==> config.mk <==
export PLATFORM = sky130hd
export DESIGN_NAME = sector_read_chunk_planner
export DESIGN_NICKNAME = d
export VERILOG_FILES = /design/src/srcp_pkg.sv /design/src/srcp_divider.sv /design/src/sector_read_chunk_planner.sv
export SDC_FILE = /design/constraint.sdc
export NUM_CORES = 2
export LEC_CHECK = 0
export ABC_AREA = 1
export BUFFER_PORTS_ARGS = -buffer_cell sky130_fd_sc_hd__buf_2
export CORE_MARGIN = 4
export CORE_UTILIZATION = 25
export DETAILED_ROUTE_END_ITERATION = 7
export PLACE_DENSITY = 0.36
export SYNTH_ARGS = -nofsm -noshare
export SYNTH_HDL_FRONTEND = slang
export SYNTH_SLANG_ARGS = --single-unit
==> constraint.sdc <==
create_clock -name clk -period 19.45 [get_ports clk]
set_clock_uncertainty 0.15 [all_clocks]
set_input_delay 1.945 -clock clk [delete_from_list [all_inputs] [get_ports clk]]
set_output_delay 1.945 -clock clk [all_outputs]
set_load 0.05 [all_outputs]
==> src/srcp_pkg.sv <==
// shared types and constants for the sector read chunk planner
// no dependencies
`timescale 1ns / 1ps

package srcp_pkg;

    localparam int unsigned SECTOR_BYTES     = 512;
    localparam int unsigned SECTOR_SHIFT     = 9;
    localparam int unsigned DEF_BOUNCE_BYTES = 65536;
    localparam int unsigned DEF_MAX_BLOCKS   = 65535;

    localparam int unsigned LBA_W     = 32;
    localparam int unsigned SPB_W     = 16;
    localparam int unsigned REG_W     = 25;
    localparam int unsigned CFG_IDX_W = 2;

    localparam logic [REG_W-1:0] BLOCK_SIZE_RST = 25'd512;
    localparam logic [REG_W-1:0] MAX_BULK_RST   = 25'd65536;

    typedef enum logic [CFG_IDX_W-1:0] {
        CFG_LINK_READY = 2'd0,
        CFG_BLOCK_SIZE = 2'd1,
        CFG_MAX_BULK   = 2'd2
    } cfg_idx_t;

    typedef enum logic [1:0] {
        ST_CHUNK = 2'd0,
        ST_EMPTY = 2'd1,
        ST_ERROR = 2'd2,
        ST_IDLE  = 2'd3
    } status_t;

    typedef enum logic [2:0] {
        ERR_NONE       = 3'd0,
        ERR_LINK       = 3'd1,
        ERR_RANGE      = 3'd2,
        ERR_BLOCK_SIZE = 3'd3,
        ERR_ZERO_LIMIT = 3'd4,
        ERR_BOUNCE     = 3'd5
    } err_t;

    typedef struct packed {
        status_t           status;
        err_t              error_code;
        logic [LBA_W-1:0]  phys_block;
        logic [SPB_W-1:0]  block_count;
        logic              bounce;
        logic [14:0]       skip_sectors;
        logic [LBA_W-1:0]  copy_sectors;
        logic [LBA_W-1:0]  dest_sector;
        logic              last;
    } result_t;

endpackage

==> src/srcp_divider.sv <==
// shared restoring divider, one quotient bit per cycle
// depends on srcp_pkg
`timescale 1ns / 1ps

module srcp_divider
(
    input  logic                          clk,
    input  logic                          rst_n,
    input  logic                          start,
    input  logic [srcp_pkg::LBA_W-1:0]    dividend,
    input  logic [srcp_pkg::SPB_W-1:0]    divisor,
    output logic                          done,
    output logic [srcp_pkg::LBA_W-1:0]    quotient,
    output logic [srcp_pkg::SPB_W-1:0]    remainder
);

    localparam int unsigned CNT_W = $clog2(srcp_pkg::LBA_W);
    localparam logic [CNT_W-1:0] CNT_LAST = CNT_W'(srcp_pkg::LBA_W - 1);

    logic                        busy_reg, busy_next;
    logic                        done_reg, done_next;
    logic [CNT_W-1:0]            cnt_reg, cnt_next;
    logic [srcp_pkg::LBA_W-1:0]  quo_reg, quo_next;
    logic [srcp_pkg::SPB_W-1:0]  rem_reg, rem_next;
    logic [srcp_pkg::SPB_W-1:0]  dvs_reg, dvs_next;

    logic [srcp_pkg::SPB_W:0]    rem_sh;
    logic [srcp_pkg::SPB_W:0]    diff;
    logic                        ge;

    assign rem_sh = {rem_reg, quo_reg[srcp_pkg::LBA_W-1]};
    assign diff   = rem_sh - {1'b0, dvs_reg};
    assign ge     = rem_sh >= {1'b0, dvs_reg};

    always_comb
    begin
        busy_next = busy_reg;
        done_next = 1'b0;
        cnt_next  = cnt_reg;
        quo_next  = quo_reg;
        rem_next  = rem_reg;
        dvs_next  = dvs_reg;
        if (start)
        begin
            busy_next = 1'b1;
            cnt_next  = '0;
            quo_next  = dividend;
            rem_next  = '0;
            dvs_next  = divisor;
        end
        else if (busy_reg)
        begin
            quo_next = {quo_reg[srcp_pkg::LBA_W-2:0], ge};
            rem_next = ge ? diff[srcp_pkg::SPB_W-1:0] : rem_sh[srcp_pkg::SPB_W-1:0];
            cnt_next = cnt_reg + 1'b1;
            if (cnt_reg == CNT_LAST)
            begin
                busy_next = 1'b0;
                done_next = 1'b1;
            end
        end
    end

    always_ff @(posedge clk or negedge rst_n)
    begin
        if (!rst_n)
        begin
            busy_reg <= 1'b0;
            done_reg <= 1'b0;
            cnt_reg  <= '0;
        end
        else
        begin
            busy_reg <= busy_next;
            done_reg <= done_next;
            cnt_reg  <= cnt_next;
        end
    end

    always_ff @(posedge clk)
    begin
        quo_reg <= quo_next;
        rem_reg <= rem_next;
        dvs_reg <= dvs_next;
    end

    assign done      = done_reg;
    assign quotient  = quo_reg;
    assign remainder = rem_reg;

endmodule

==> src/sector_read_chunk_planner.sv <==
// top level of the sector read chunk planner: sequencer, request state, output register
// depends on srcp_pkg and srcp_divider
`timescale 1ns / 1ps

// Usage
// The s_ channel takes one request word: tuser is the command (start or next),
// tdata holds the first sector and the sector count. Every word accepted gives
// exactly one result word on the m_ channel: tuser is the status, tdata holds the
// error code and the chunk description, tlast marks the end of the request.
// The cfg port writes link ready, block size and bulk limit, one register per
// cycle with no read-back; a start latches the geometry that is in use then.
// One word at a time is processed; s_tready is high only while the sequencer idles.
// All divisions go through one shared divider that gives one quotient bit per
// cycle. A next word runs the position division; a direct chunk also needs the
// division of the remaining count, and a start adds the limit division before
// them, while a start rejected by its input checks goes straight to S_EMIT.
// The result waits in an output register; if the receiver stalls, the
// sequencer holds the finished result until the register is free.
// Reset clears the request state, the registers to their defaults and m_tvalid.

module sector_read_chunk_planner
#(
    parameter int unsigned BOUNCE_BYTES           = srcp_pkg::DEF_BOUNCE_BYTES,
    parameter int unsigned MAX_BLOCKS_PER_COMMAND = srcp_pkg::DEF_MAX_BLOCKS
)
(
    input  logic                              clk,
    input  logic                              rst_n,
    input  logic                              s_tvalid,
    output logic                              s_tready,
    input  logic [63:0]                       s_tdata,   // start_sector, sector_count
    input  logic [0:0]                        s_tuser,   // command
    output logic                              m_tvalid,
    input  logic                              m_tready,
    // error_code, phys_block, block_count, bounce, skip_sectors, copy_sectors,
    // dest_sector, zero fill
    output logic [135:0]                      m_tdata,
    output logic [1:0]                        m_tuser,   // status
    output logic                              m_tlast,
    input  logic                              cfg_wr_en,
    input  logic [srcp_pkg::CFG_IDX_W-1:0]    cfg_index,
    input  logic [srcp_pkg::REG_W-1:0]        cfg_data
);

    localparam int unsigned LW = srcp_pkg::LBA_W;
    localparam int unsigned SW = srcp_pkg::SPB_W;
    localparam logic [SW-1:0] MAX_BLK    = SW'(MAX_BLOCKS_PER_COMMAND);
    localparam logic [SW:0]   BOUNCE_SEC = (SW + 1)'(BOUNCE_BYTES / srcp_pkg::SECTOR_BYTES);

    typedef enum logic [7:0] {
        S_IDLE     = 8'b0000_0001,
        S_LIM_DIV  = 8'b0000_0010,
        S_POS_DIV  = 8'b0000_0100,
        S_LEFT_DIV = 8'b0000_1000,
        S_BOUNCE   = 8'b0001_0000,
        S_MUL      = 8'b0010_0000,
        S_CHUNK    = 8'b0100_0000,
        S_EMIT     = 8'b1000_0000
    } state_t;

    state_t                          state_reg, state_next;
    logic                            link_ready_reg, link_ready_next;
    logic [srcp_pkg::REG_W-1:0]      block_size_reg, block_size_next;
    logic [srcp_pkg::REG_W-1:0]      max_bulk_reg, max_bulk_next;
    logic                            active_reg, active_next;
    logic [LW-1:0]                   cur_reg, cur_next;
    logic [LW-1:0]                   left_reg, left_next;
    logic [LW-1:0]                   done_reg, done_next;
    logic [SW-1:0]                   spb_reg, spb_next;
    logic [SW-1:0]                   limit_reg, limit_next;
    logic                            m_valid_reg, m_valid_next;

    logic [LW-1:0]                   pb_reg, pb_next;
    logic [SW-1:0]                   off_reg, off_next;
    logic [SW-1:0]                   blk_reg, blk_next;
    logic [LW-1:0]                   n_reg, n_next;
    logic                            bounce_reg, bounce_next;
    srcp_pkg::result_t               res_reg, res_next;
    srcp_pkg::result_t               out_reg, out_next;

    logic                            div_start;
    logic [LW-1:0]                   div_dividend;
    logic [SW-1:0]                   div_divisor;
    logic                            div_done;
    logic [LW-1:0]                   div_quo;
    logic [SW-1:0]                   div_rem;

    logic                            accept;
    logic                            cmd;
    logic [LW-1:0]                   lba;
    logic [LW-1:0]                   cnt;
    logic [LW:0]                     range_sum;
    logic                            bs_big;
    logic [SW-1:0]                   f_calc;
    logic [SW-1:0]                   lim_capped;
    logic [SW-1:0]                   blocks_capped;
    logic [SW-1:0]                   f_minus_off;
    logic [LW-1:0]                   prod;
    logic [LW-1:0]                   left_after;

    function automatic srcp_pkg::result_t make_result(srcp_pkg::status_t st,
                                                       srcp_pkg::err_t err,
                                                       logic lst);
        srcp_pkg::result_t r;
        r              = '0;
        r.status       = st;
        r.error_code   = err;
        r.last         = lst;
        return r;
    endfunction

    srcp_divider u_div
    (
        .clk       (clk),
        .rst_n     (rst_n),
        .start     (div_start),
        .dividend  (div_dividend),
        .divisor   (div_divisor),
        .done      (div_done),
        .quotient  (div_quo),
        .remainder (div_rem)
    );

    assign accept    = s_tvalid && s_tready;
    assign cmd       = s_tuser[0];
    assign lba       = s_tdata[31:0];
    assign cnt       = s_tdata[63:32];
    assign range_sum = {1'b0, lba} + {1'b0, cnt};
    assign bs_big    = block_size_reg > srcp_pkg::BLOCK_SIZE_RST;
    assign f_calc    = bs_big ? block_size_reg[srcp_pkg::REG_W-1:srcp_pkg::SECTOR_SHIFT]
                              : SW'(1);
    assign lim_capped    = (div_quo[SW-1:0] > MAX_BLK) ? MAX_BLK : div_quo[SW-1:0];
    assign blocks_capped = (div_quo > {{(LW-SW){1'b0}}, limit_reg}) ? limit_reg
                                                                     : div_quo[SW-1:0];
    assign f_minus_off   = spb_reg - off_reg;
    assign prod          = {{(LW-SW){1'b0}}, blk_reg} * {{(LW-SW){1'b0}}, spb_reg};
    assign left_after    = left_reg - n_reg;

    // configuration writes
    always_comb
    begin
        link_ready_next = link_ready_reg;
        block_size_next = block_size_reg;
        max_bulk_next   = max_bulk_reg;
        if (cfg_wr_en)
        begin
            unique case (cfg_index)
                srcp_pkg::CFG_LINK_READY: link_ready_next = cfg_data[0];
                srcp_pkg::CFG_BLOCK_SIZE: block_size_next = cfg_data;
                srcp_pkg::CFG_MAX_BULK:   max_bulk_next   = cfg_data;
                default:                  link_ready_next = link_ready_reg;
            endcase
        end
    end

    // sequencer
    always_comb
    begin
        state_next   = state_reg;
        active_next  = active_reg;
        cur_next     = cur_reg;
        left_next    = left_reg;
        done_next    = done_reg;
        spb_next     = spb_reg;
        limit_next   = limit_reg;
        pb_next      = pb_reg;
        off_next     = off_reg;
        blk_next     = blk_reg;
        n_next       = n_reg;
        bounce_next  = bounce_reg;
        res_next     = res_reg;
        out_next     = out_reg;
        m_valid_next = m_valid_reg && !m_tready;
        div_start    = 1'b0;
        div_dividend = cur_reg;
        div_divisor  = spb_reg;

        unique case (state_reg)
            S_IDLE:
            begin
                if (accept)
                begin
                    if (cmd)
                    begin
                        if (!active_reg)
                        begin
                            res_next   = make_result(srcp_pkg::ST_IDLE, srcp_pkg::ERR_NONE,
                                                     1'b0);
                            state_next = S_EMIT;
                        end
                        else
                        begin
                            div_start  = 1'b1;
                            state_next = S_POS_DIV;
                        end
                    end
                    else
                    begin
                        active_next = 1'b0;
                        state_next  = S_EMIT;
                        priority if (!link_ready_reg)
                            res_next = make_result(srcp_pkg::ST_ERROR, srcp_pkg::ERR_LINK,
                                                   1'b1);
                        else if (cnt == '0)
                            res_next = make_result(srcp_pkg::ST_EMPTY, srcp_pkg::ERR_NONE,
                                                   1'b1);
                        else if (range_sum > {1'b1, {LW{1'b0}}})
                            res_next = make_result(srcp_pkg::ST_ERROR, srcp_pkg::ERR_RANGE,
                                                   1'b1);
                        else if (bs_big && block_size_reg[srcp_pkg::SECTOR_SHIFT-1:0] != '0)
                            res_next = make_result(srcp_pkg::ST_ERROR,
                                                   srcp_pkg::ERR_BLOCK_SIZE, 1'b1);
                        else
                        begin
                            cur_next     = lba;
                            left_next    = cnt;
                            done_next    = '0;
                            spb_next     = f_calc;
                            div_start    = 1'b1;
                            div_dividend = {{(LW-SW){1'b0}},
                                max_bulk_reg[srcp_pkg::REG_W-1:srcp_pkg::SECTOR_SHIFT]};
                            div_divisor  = f_calc;
                            state_next   = S_LIM_DIV;
                        end
                    end
                end
            end
            S_LIM_DIV:
            begin
                if (div_done)
                begin
                    if (lim_capped == '0)
                    begin
                        res_next   = make_result(srcp_pkg::ST_ERROR, srcp_pkg::ERR_ZERO_LIMIT,
                                                 1'b1);
                        state_next = S_EMIT;
                    end
                    else
                    begin
                        limit_next  = lim_capped;
                        active_next = 1'b1;
                        div_start   = 1'b1;
                        state_next  = S_POS_DIV;
                    end
                end
            end
            S_POS_DIV:
            begin
                if (div_done)
                begin
                    pb_next  = div_quo;
                    off_next = div_rem;
                    if (div_rem == '0)
                    begin
                        div_start    = 1'b1;
                        div_dividend = left_reg;
                        state_next   = S_LEFT_DIV;
                    end
                    else
                        state_next = S_BOUNCE;
                end
            end
            S_LEFT_DIV:
            begin
                if (div_done)
                begin
                    if (div_quo != '0)
                    begin
                        blk_next   = blocks_capped;
                        state_next = S_MUL;
                    end
                    else
                        state_next = S_BOUNCE;
                end
            end
            S_BOUNCE:
            begin
                if ({1'b0, spb_reg} > BOUNCE_SEC)
                begin
                    active_next = 1'b0;
                    res_next    = make_result(srcp_pkg::ST_ERROR, srcp_pkg::ERR_BOUNCE, 1'b1);
                    state_next  = S_EMIT;
                end
                else
                begin
                    n_next      = ({{(LW-SW){1'b0}}, f_minus_off} > left_reg) ? left_reg
                                  : {{(LW-SW){1'b0}}, f_minus_off};
                    blk_next    = SW'(1);
                    bounce_next = 1'b1;
                    state_next  = S_CHUNK;
                end
            end
            S_MUL:
            begin
                n_next      = prod;
                bounce_next = 1'b0;
                state_next  = S_CHUNK;
            end
            S_CHUNK:
            begin
                res_next              = make_result(srcp_pkg::ST_CHUNK, srcp_pkg::ERR_NONE,
                                                    left_after == '0);
                res_next.phys_block   = pb_reg;
                res_next.block_count  = blk_reg;
                res_next.bounce       = bounce_reg;
                res_next.skip_sectors = bounce_reg ? off_reg[14:0] : 15'd0;
                res_next.copy_sectors = n_reg;
                res_next.dest_sector  = done_reg;
                cur_next              = cur_reg + n_reg;
                left_next             = left_after;
                done_next             = done_reg + n_reg;
                active_next           = left_after != '0;
                state_next            = S_EMIT;
            end
            S_EMIT:
            begin
                if (!m_valid_reg || m_tready)
                begin
                    out_next     = res_reg;
                    m_valid_next = 1'b1;
                    state_next   = S_IDLE;
                end
            end
            default:
                state_next = S_IDLE;
        endcase
    end

    always_ff @(posedge clk or negedge rst_n)
    begin
        if (!rst_n)
        begin
            state_reg      <= S_IDLE;
            link_ready_reg <= 1'b0;
            block_size_reg <= srcp_pkg::BLOCK_SIZE_RST;
            max_bulk_reg   <= srcp_pkg::MAX_BULK_RST;
            active_reg     <= 1'b0;
            cur_reg        <= '0;
            left_reg       <= '0;
            done_reg       <= '0;
            spb_reg        <= SW'(1);
            limit_reg      <= '0;
            m_valid_reg    <= 1'b0;
        end
        else
        begin
            state_reg      <= state_next;
            link_ready_reg <= link_ready_next;
            block_size_reg <= block_size_next;
            max_bulk_reg   <= max_bulk_next;
            active_reg     <= active_next;
            cur_reg        <= cur_next;
            left_reg       <= left_next;
            done_reg       <= done_next;
            spb_reg        <= spb_next;
            limit_reg      <= limit_next;
            m_valid_reg    <= m_valid_next;
        end
    end

    always_ff @(posedge clk)
    begin
        pb_reg     <= pb_next;
        off_reg    <= off_next;
        blk_reg    <= blk_next;
        n_reg      <= n_next;
        bounce_reg <= bounce_next;
        res_reg    <= res_next;
        out_reg    <= out_next;
    end

    assign s_tready = state_reg == S_IDLE;
    assign m_tvalid = m_valid_reg;
    assign m_tuser  = out_reg.status;
    assign m_tlast  = out_reg.last;
    assign m_tdata  = {5'd0, out_reg.dest_sector, out_reg.copy_sectors, out_reg.skip_sectors,
                       out_reg.bounce, out_reg.block_count, out_reg.phys_block,
                       out_reg.error_code};

    // divider results only arrive while the sequencer waits for them
    a_div_done_waiting: assert property (@(posedge clk) disable iff (!rst_n)
        div_done |-> (state_reg == S_LIM_DIV || state_reg == S_POS_DIV ||
                      state_reg == S_LEFT_DIV))
        else $error("divider result outside a wait state");

    // an active request always has a usable geometry and limit
    a_active_geometry: assert property (@(posedge clk) disable iff (!rst_n)
        active_reg |-> (spb_reg != '0 && limit_reg != '0))
        else $error("active request with zero factor or limit");

    // a chunk that uses up the request ends it
    a_last_ends_request: assert property (@(posedge clk) disable iff (!rst_n)
        (state_reg == S_CHUNK && left_after == '0) |=> !active_reg)
        else $error("request still active after its last chunk");

    // a finished result is never dropped by a new one while the receiver stalls
    a_no_overwrite: assert property (@(posedge clk) disable iff (!rst_n)
        (m_valid_reg && !m_tready) |=> (m_valid_reg && $stable(out_reg)))
        else $error("pending result overwritten");

endmodule

Yosys cells after proc, flatten, opt, wreduce, memory -nomap -nowiden
Cells that the tools add are included.
Storage, ports and cells
  register bits after elaboration: 625
  latch bits: 0
  RAM bits: 0
  memory bits (read-only): 0
  input port bits: 97
  output and inout bits: 141
  logic and storage cells: 223
  memories kept: 0
Cells by class
  $add $sub $neg: 7
  multipliers: 1
  divide/modulo/power cells: 0
  $lt $le $gt $ge: 7
  equality and inequality tests: 28
  shift-type cells: 0
  muxes and demuxes: 108
  bitwise operators: 1
  reduce and logical (&&, ||, !) cells: 31
Operators by type and width (number)
  $mux W134: 10
  $mux W32: 30
  $pmux W134 S4: 1
  $pmux W32 S2: 5
  $mux W16: 14
  $mux W8: 13
  $add A32 B32 Y32: 2
  $logic_not A32 Y1: 2
  $pmux W8 S8: 1
  $reduce_bool A32 Y1: 2
  $add A32 B32 Y33: 1
  $gt A33 B33 Y1 const B: 1
  $gt A16 B32 Y1: 1
  $gt A32 B16 Y1: 1
  $logic_not A16 Y1: 2
  $mul A16 B16 Y32: 1
  $pmux W16 S2: 1
  $sub A16 B16 Y16: 2
  $sub A32 B32 Y32: 1
  $gt A25 B10 Y1 const B: 1
  $mux W1: 25
  $ne A2 B2 Y1 const B: 10
  $ge A17 B16 Y1: 1
  $gt A16 B16 Y1 const B: 1
  other kinds (36): 54

Depth between registers and ports, before layout
  depth in word-level cells: 10
  mapped depth: 30
  depth with buffers taken out: 28

Cells and area by module
From an unflattened synthesis, not the netlist that was laid out.
Second synthesis, totals
  cells, all modules: 5199
  area, all modules: 43362.8 um^2
By module, submodules not included
  sector_read_chunk_planner: times used 1, cells an instance 4689, area each 39360.2 um^2, sequential area each 15469.8 um^2
  srcp_divider: times used 1, cells an instance 510, area each 4002.6 um^2, sequential area each 1936.9 um^2

Worst setup path after synthesis
OpenSTA, ideal clock, no wires.
  kind: in2reg
  start: input port m_tready
  end: register out_reg (netlist bit m_tdata[0]), enable pin
  setup time: 0.672 ns
  arrival: 8.461 ns
  data required time: 18.628 ns
  setup slack: 10.166 ns
  stages: 2
  path buffers: 0
  path through: inv_1 a21oi_1
Between the ends
  longest elaborated chain between the ends: 2
Ends and longest elaborated chain
  start: declaration: line sector_read_chunk_planner.sv:34  | input logic m_tready,
  $logic_or A1 B1 Y1: line sector_read_chunk_planner.sv:317  | if (!m_valid_reg || m_tready)
  $reduce_and A2 Y1 (no source line)
  end signal: assignment: line sector_read_chunk_planner.sv:369  | out_reg <= out_next;
  end: declaration: line sector_read_chunk_planner.sv:79  | srcp_pkg::result_t out_reg, out_next;
No other way between the ends.
A chain may end at the register's enable or synchronous reset.

Final worst setup path
  start: register spb_reg[12]
  end: register n_reg[29] (data pin)
Between the ends
  longest elaborated chain between the ends: 5
  elaborated cells on any way between the ends: 6
  classes of those cells: 1 x add/sub; 1 x mul; 1 x order compare; 3 x mux
Ends and longest elaborated chain
  start: declaration: line sector_read_chunk_planner.sv:69  | logic [SW-1:0] spb_reg, spb_next;
  start signal: assignment: line sector_read_chunk_planner.sv:355  | spb_reg <= spb_next;
  $sub A16 B16 Y16: line sector_read_chunk_planner.sv:135  | assign f_minus_off = spb_reg - off_reg;
  $gt A16 B32 Y1: line sector_read_chunk_planner.sv:286  | n_next = ({{(LW-SW){1'b0}}, f_minus_off} > left_reg) ? left_reg
  $mux W32: line sector_read_chunk_planner.sv:286
  $mux W32: line sector_read_chunk_planner.sv:278  | if ({1'b0, spb_reg} > BOUNCE_SEC)
  $pmux W32 S2 *: line sector_read_chunk_planner.sv:178  | unique case (state_reg)
  named net n_next[29]: line sector_read_chunk_planner.sv:76  | logic [LW-1:0] n_reg, n_next;
  end signal: assignment: line sector_read_chunk_planner.sv:366  | n_reg <= n_next;
  end: declaration: line sector_read_chunk_planner.sv:76
Mark *: on every way through the listed nets, which the timed path passes. The rest lies on a longest branch. The select of a mux whose other input is x is not followed.

==> metrics.txt <==
min Tclk post-route slightly above 7 ns; Initial Util 0.251; layout cell share with drive strength beyond 1 0.0921; CP startpoint spb_reg[12]; Sinks on Clock Net between 600 and 700; IO buf count about 230; Worst VDD drop ~0.070 mV; crit-path cells nand2_1 -> fa_1 -> inv_1 -> fa_1 -> fa_1 -> fa_1 -> fa_1 -> inv_1 -> fa_1 -> inv_1 -> ha_1 -> nand2_1 -> nor2_1 -> nand2_1 -> o211ai_1 -> nand2_1 -> o211ai_1 -> a21oi_1 -> o21a_1 -> or2_2 -> a21oi_1; fillers approximately 18000; most frequent CP cell fa_1; drt pass-1 iters 6; CTS buffer count 81; Critical Path AT 7.67 ns; final wirelength roughly 170000 µm; CP Launch Type flip-flop; later-pin clock latency in the skew report 0.72 ns; Row Count ~150; hold buffer count at cts 0; GR Util All Layers 0.188; critical-path maximum fanout 19; Area growth syn-to-layout 14.6%; Worst-path clk slew approximately 0.06 ns; initial antenna violation count 8; R2R Setup Slk 12.17 ns; FF-to-FF path depth 21; Final Hold Fails 0; Seq cells post-synth about 620; Post-synth EDFFs roughly 410; Ys Warns 0; Tcrit/Tclk final 0.374; register area 17400 µm²; CTS tree built; RSZ-0062 raised after global routing no; Crit path largest cell delay approximately 1.2 ns; grt total ovfl 0; per-cell routed wire length roughly 22 µm; Die ar. between 150000 and 200000 µm²; die height 420 µm; Post-DRT Antenna Nets 0; vias ~34000; Slew Limit Fails 0; Distinct cells, synth slightly above 60; HP Class reg -> reg; Slowest-stage cell, CP dfrtp_1; largest net degree at the start of global routing 130; IO Pins between 200 and 250; Reg2Reg Capture Point n_reg[29]; Synth area leader edfxtp_1; area share of the largest cell type after synthesis 0.292; Synth Area per Inst about 8.5 µm²; dpl hpwl between 100000 and 150000 µm; Worst Hold Depth 0; status completed; main flop type after synthesis edfxtp_1; Leakage about 23 nW; die span in x 420 µm; Iter 0 DRT Violations ~2400; worst r2r src spb_reg[12]; Util after Layout 0.288; ys async rst share 0.304; Setup Buffers After CTS 0; synthesized area between 40000 and 50000 µm²; Post-route DRC 0; clk buf depth 3; core box area between 150000 and 200000 µm²; Nets ~5800; Syn Inst Count 4984; crit path kind reg -> reg; root buf cell clkbuf_16; PostCTS Resize Cnt 0; Worst Path Required 19.84 ns; Max Clk Rate roughly 0.14 GHz; Setup Viol. Count Final 0; vias in the first global route between 30000 and 40000; PwrDens 109 nW/µm²; hold_ws ~0.27 ns; max reg flops 134; total of max-cap violations 0; via/cell ratio between 4 and 5; sequential-to-total area share from yosys stat 0.410; commonest cells after routing, fill and taps aside nand2_1 (1171), inv_1 (859), edfxtp_1 (413), nor2_1 (373), o21ai_0 (361); routability cong. between 0.9 and 1; Rel. slew slack 0.171; Worst-Margin Slew roughly 1.2 ns; leading cell type in the layout, fill and taps excluded nand2_1; H-tree depth 3; CP endpoint kind flip-flop; first-pass GRT wire length around 240000 µm; Fin Setup TNS 0 ns; footprint of the multi-input gates ~21000 µm²; worst setup path end n_reg[29]; largest cells by area after synthesis edfxtp_1 (29%), dfrtp_1 (11%), nand2_1 (10%)
Yosys cell counts, types with 36 or more instances:
| cell type | instances |
|---|---|
| ha_1 | 294 |
| nor3_1 | 40 |
| nand4_1 | 48 |
| a31oi_1 | 36 |
| nor2_1 | 375 |
| o21ai_0 | 361 |
| xor2_1 | 50 |
| inv_1 | 860 |
| fa_1 | 200 |
| dfrtp_1 | 183 |
| xnor2_1 | 42 |
| edfxtp_1 | 413 |
| nand3_1 | 163 |
| clkbuf_1 | 132 |
| nand2_1 | 1173 |
| a21oi_1 | 289 |
| nor4_1 | 38 |
how the worst min path moves through the flow:
stage	start	endpoint	slack [ns]
6_report	res_reg[47]	m_tdata[81]	0.27
3_3_place_gp	res_reg[132]	m_tuser[0]	0.25
5_1_grt	res_reg[64]	m_tdata[98]	0.27
4_1_cts	res_reg[47]	m_tdata[81]	0.26
3_5_place_dp	res_reg[5]	m_tdata[103]	0.25
2_1_floorplan	res_reg[129]	m_tdata[0]	0.25
per-stage QoR:
step / area, µm² / worst slack [ns] / total power [mW] / instances
after floorplan: 42500 / 10.17 / 3.25 / 4988
after global placement: 46000 / 12.05 / 3.86 / 7303
after detailed placement: 46000 / 12.09 / 3.85 / 7303
after CTS: 48700 / 12.14 / 5.42 / 7452
after global routing: 48700 / 11.77 / 5.69 / 7453
final: 48700 / 12.17 / 5.33 / 7454
cell type report:
cell class	instances	share of cell area
multi-input cells	3327	0.434
flip-flops and latches	616	0.358
inverters	875	0.0677
well taps	2218	0.0570
clock buffers	103	0.0440
repair buffers	267	0.0297
clock inverters	46	0.0104
diodes	2	0.000103
critical path, delay by kind of cell, from the launching register on:
kind            cells  cell delay (ns)
fa+ha+maj           7             3.64
flops               1             1.16
compound gates      5             1.11
simple gates        6             0.88
buf+inv             3             0.19
power by group:
part	switching (mW)	internal (mW)
logic	1.19	0.479
registers	0.249	1.88
clock network	0.652	0.870
total	2.09	3.23
per-layer routing:
metal | global-route usage | routed length (µm) | up-vias | share of wire
met2 | 0.310 | 77500 | 720 | 0.47
met5 | 0 | 0 | - | 0
met4 | 0.0391 | 3520 | 0 | 0.021
met3 | 0.0324 | 7700 | 152 | 0.046
met1 | 0.257 | 77700 | 16836 | 0.47
li1 | - | - | 16578 | -
kinds of logic (layout without fill, tap and decap cells):
family          Yosys count  after routing  synth area share
xor+xnor                 92             92            0.0190
mux                       8              8           0.00212
buf+inv                1045           1291            0.0952
flops                   616            616             0.410
fa+ha+maj               494            494             0.181
compound gates          831            831             0.109
other cells               1              7         0.0000883
simple gates           1897           1897             0.184
(Power assumes the default switching activity.)
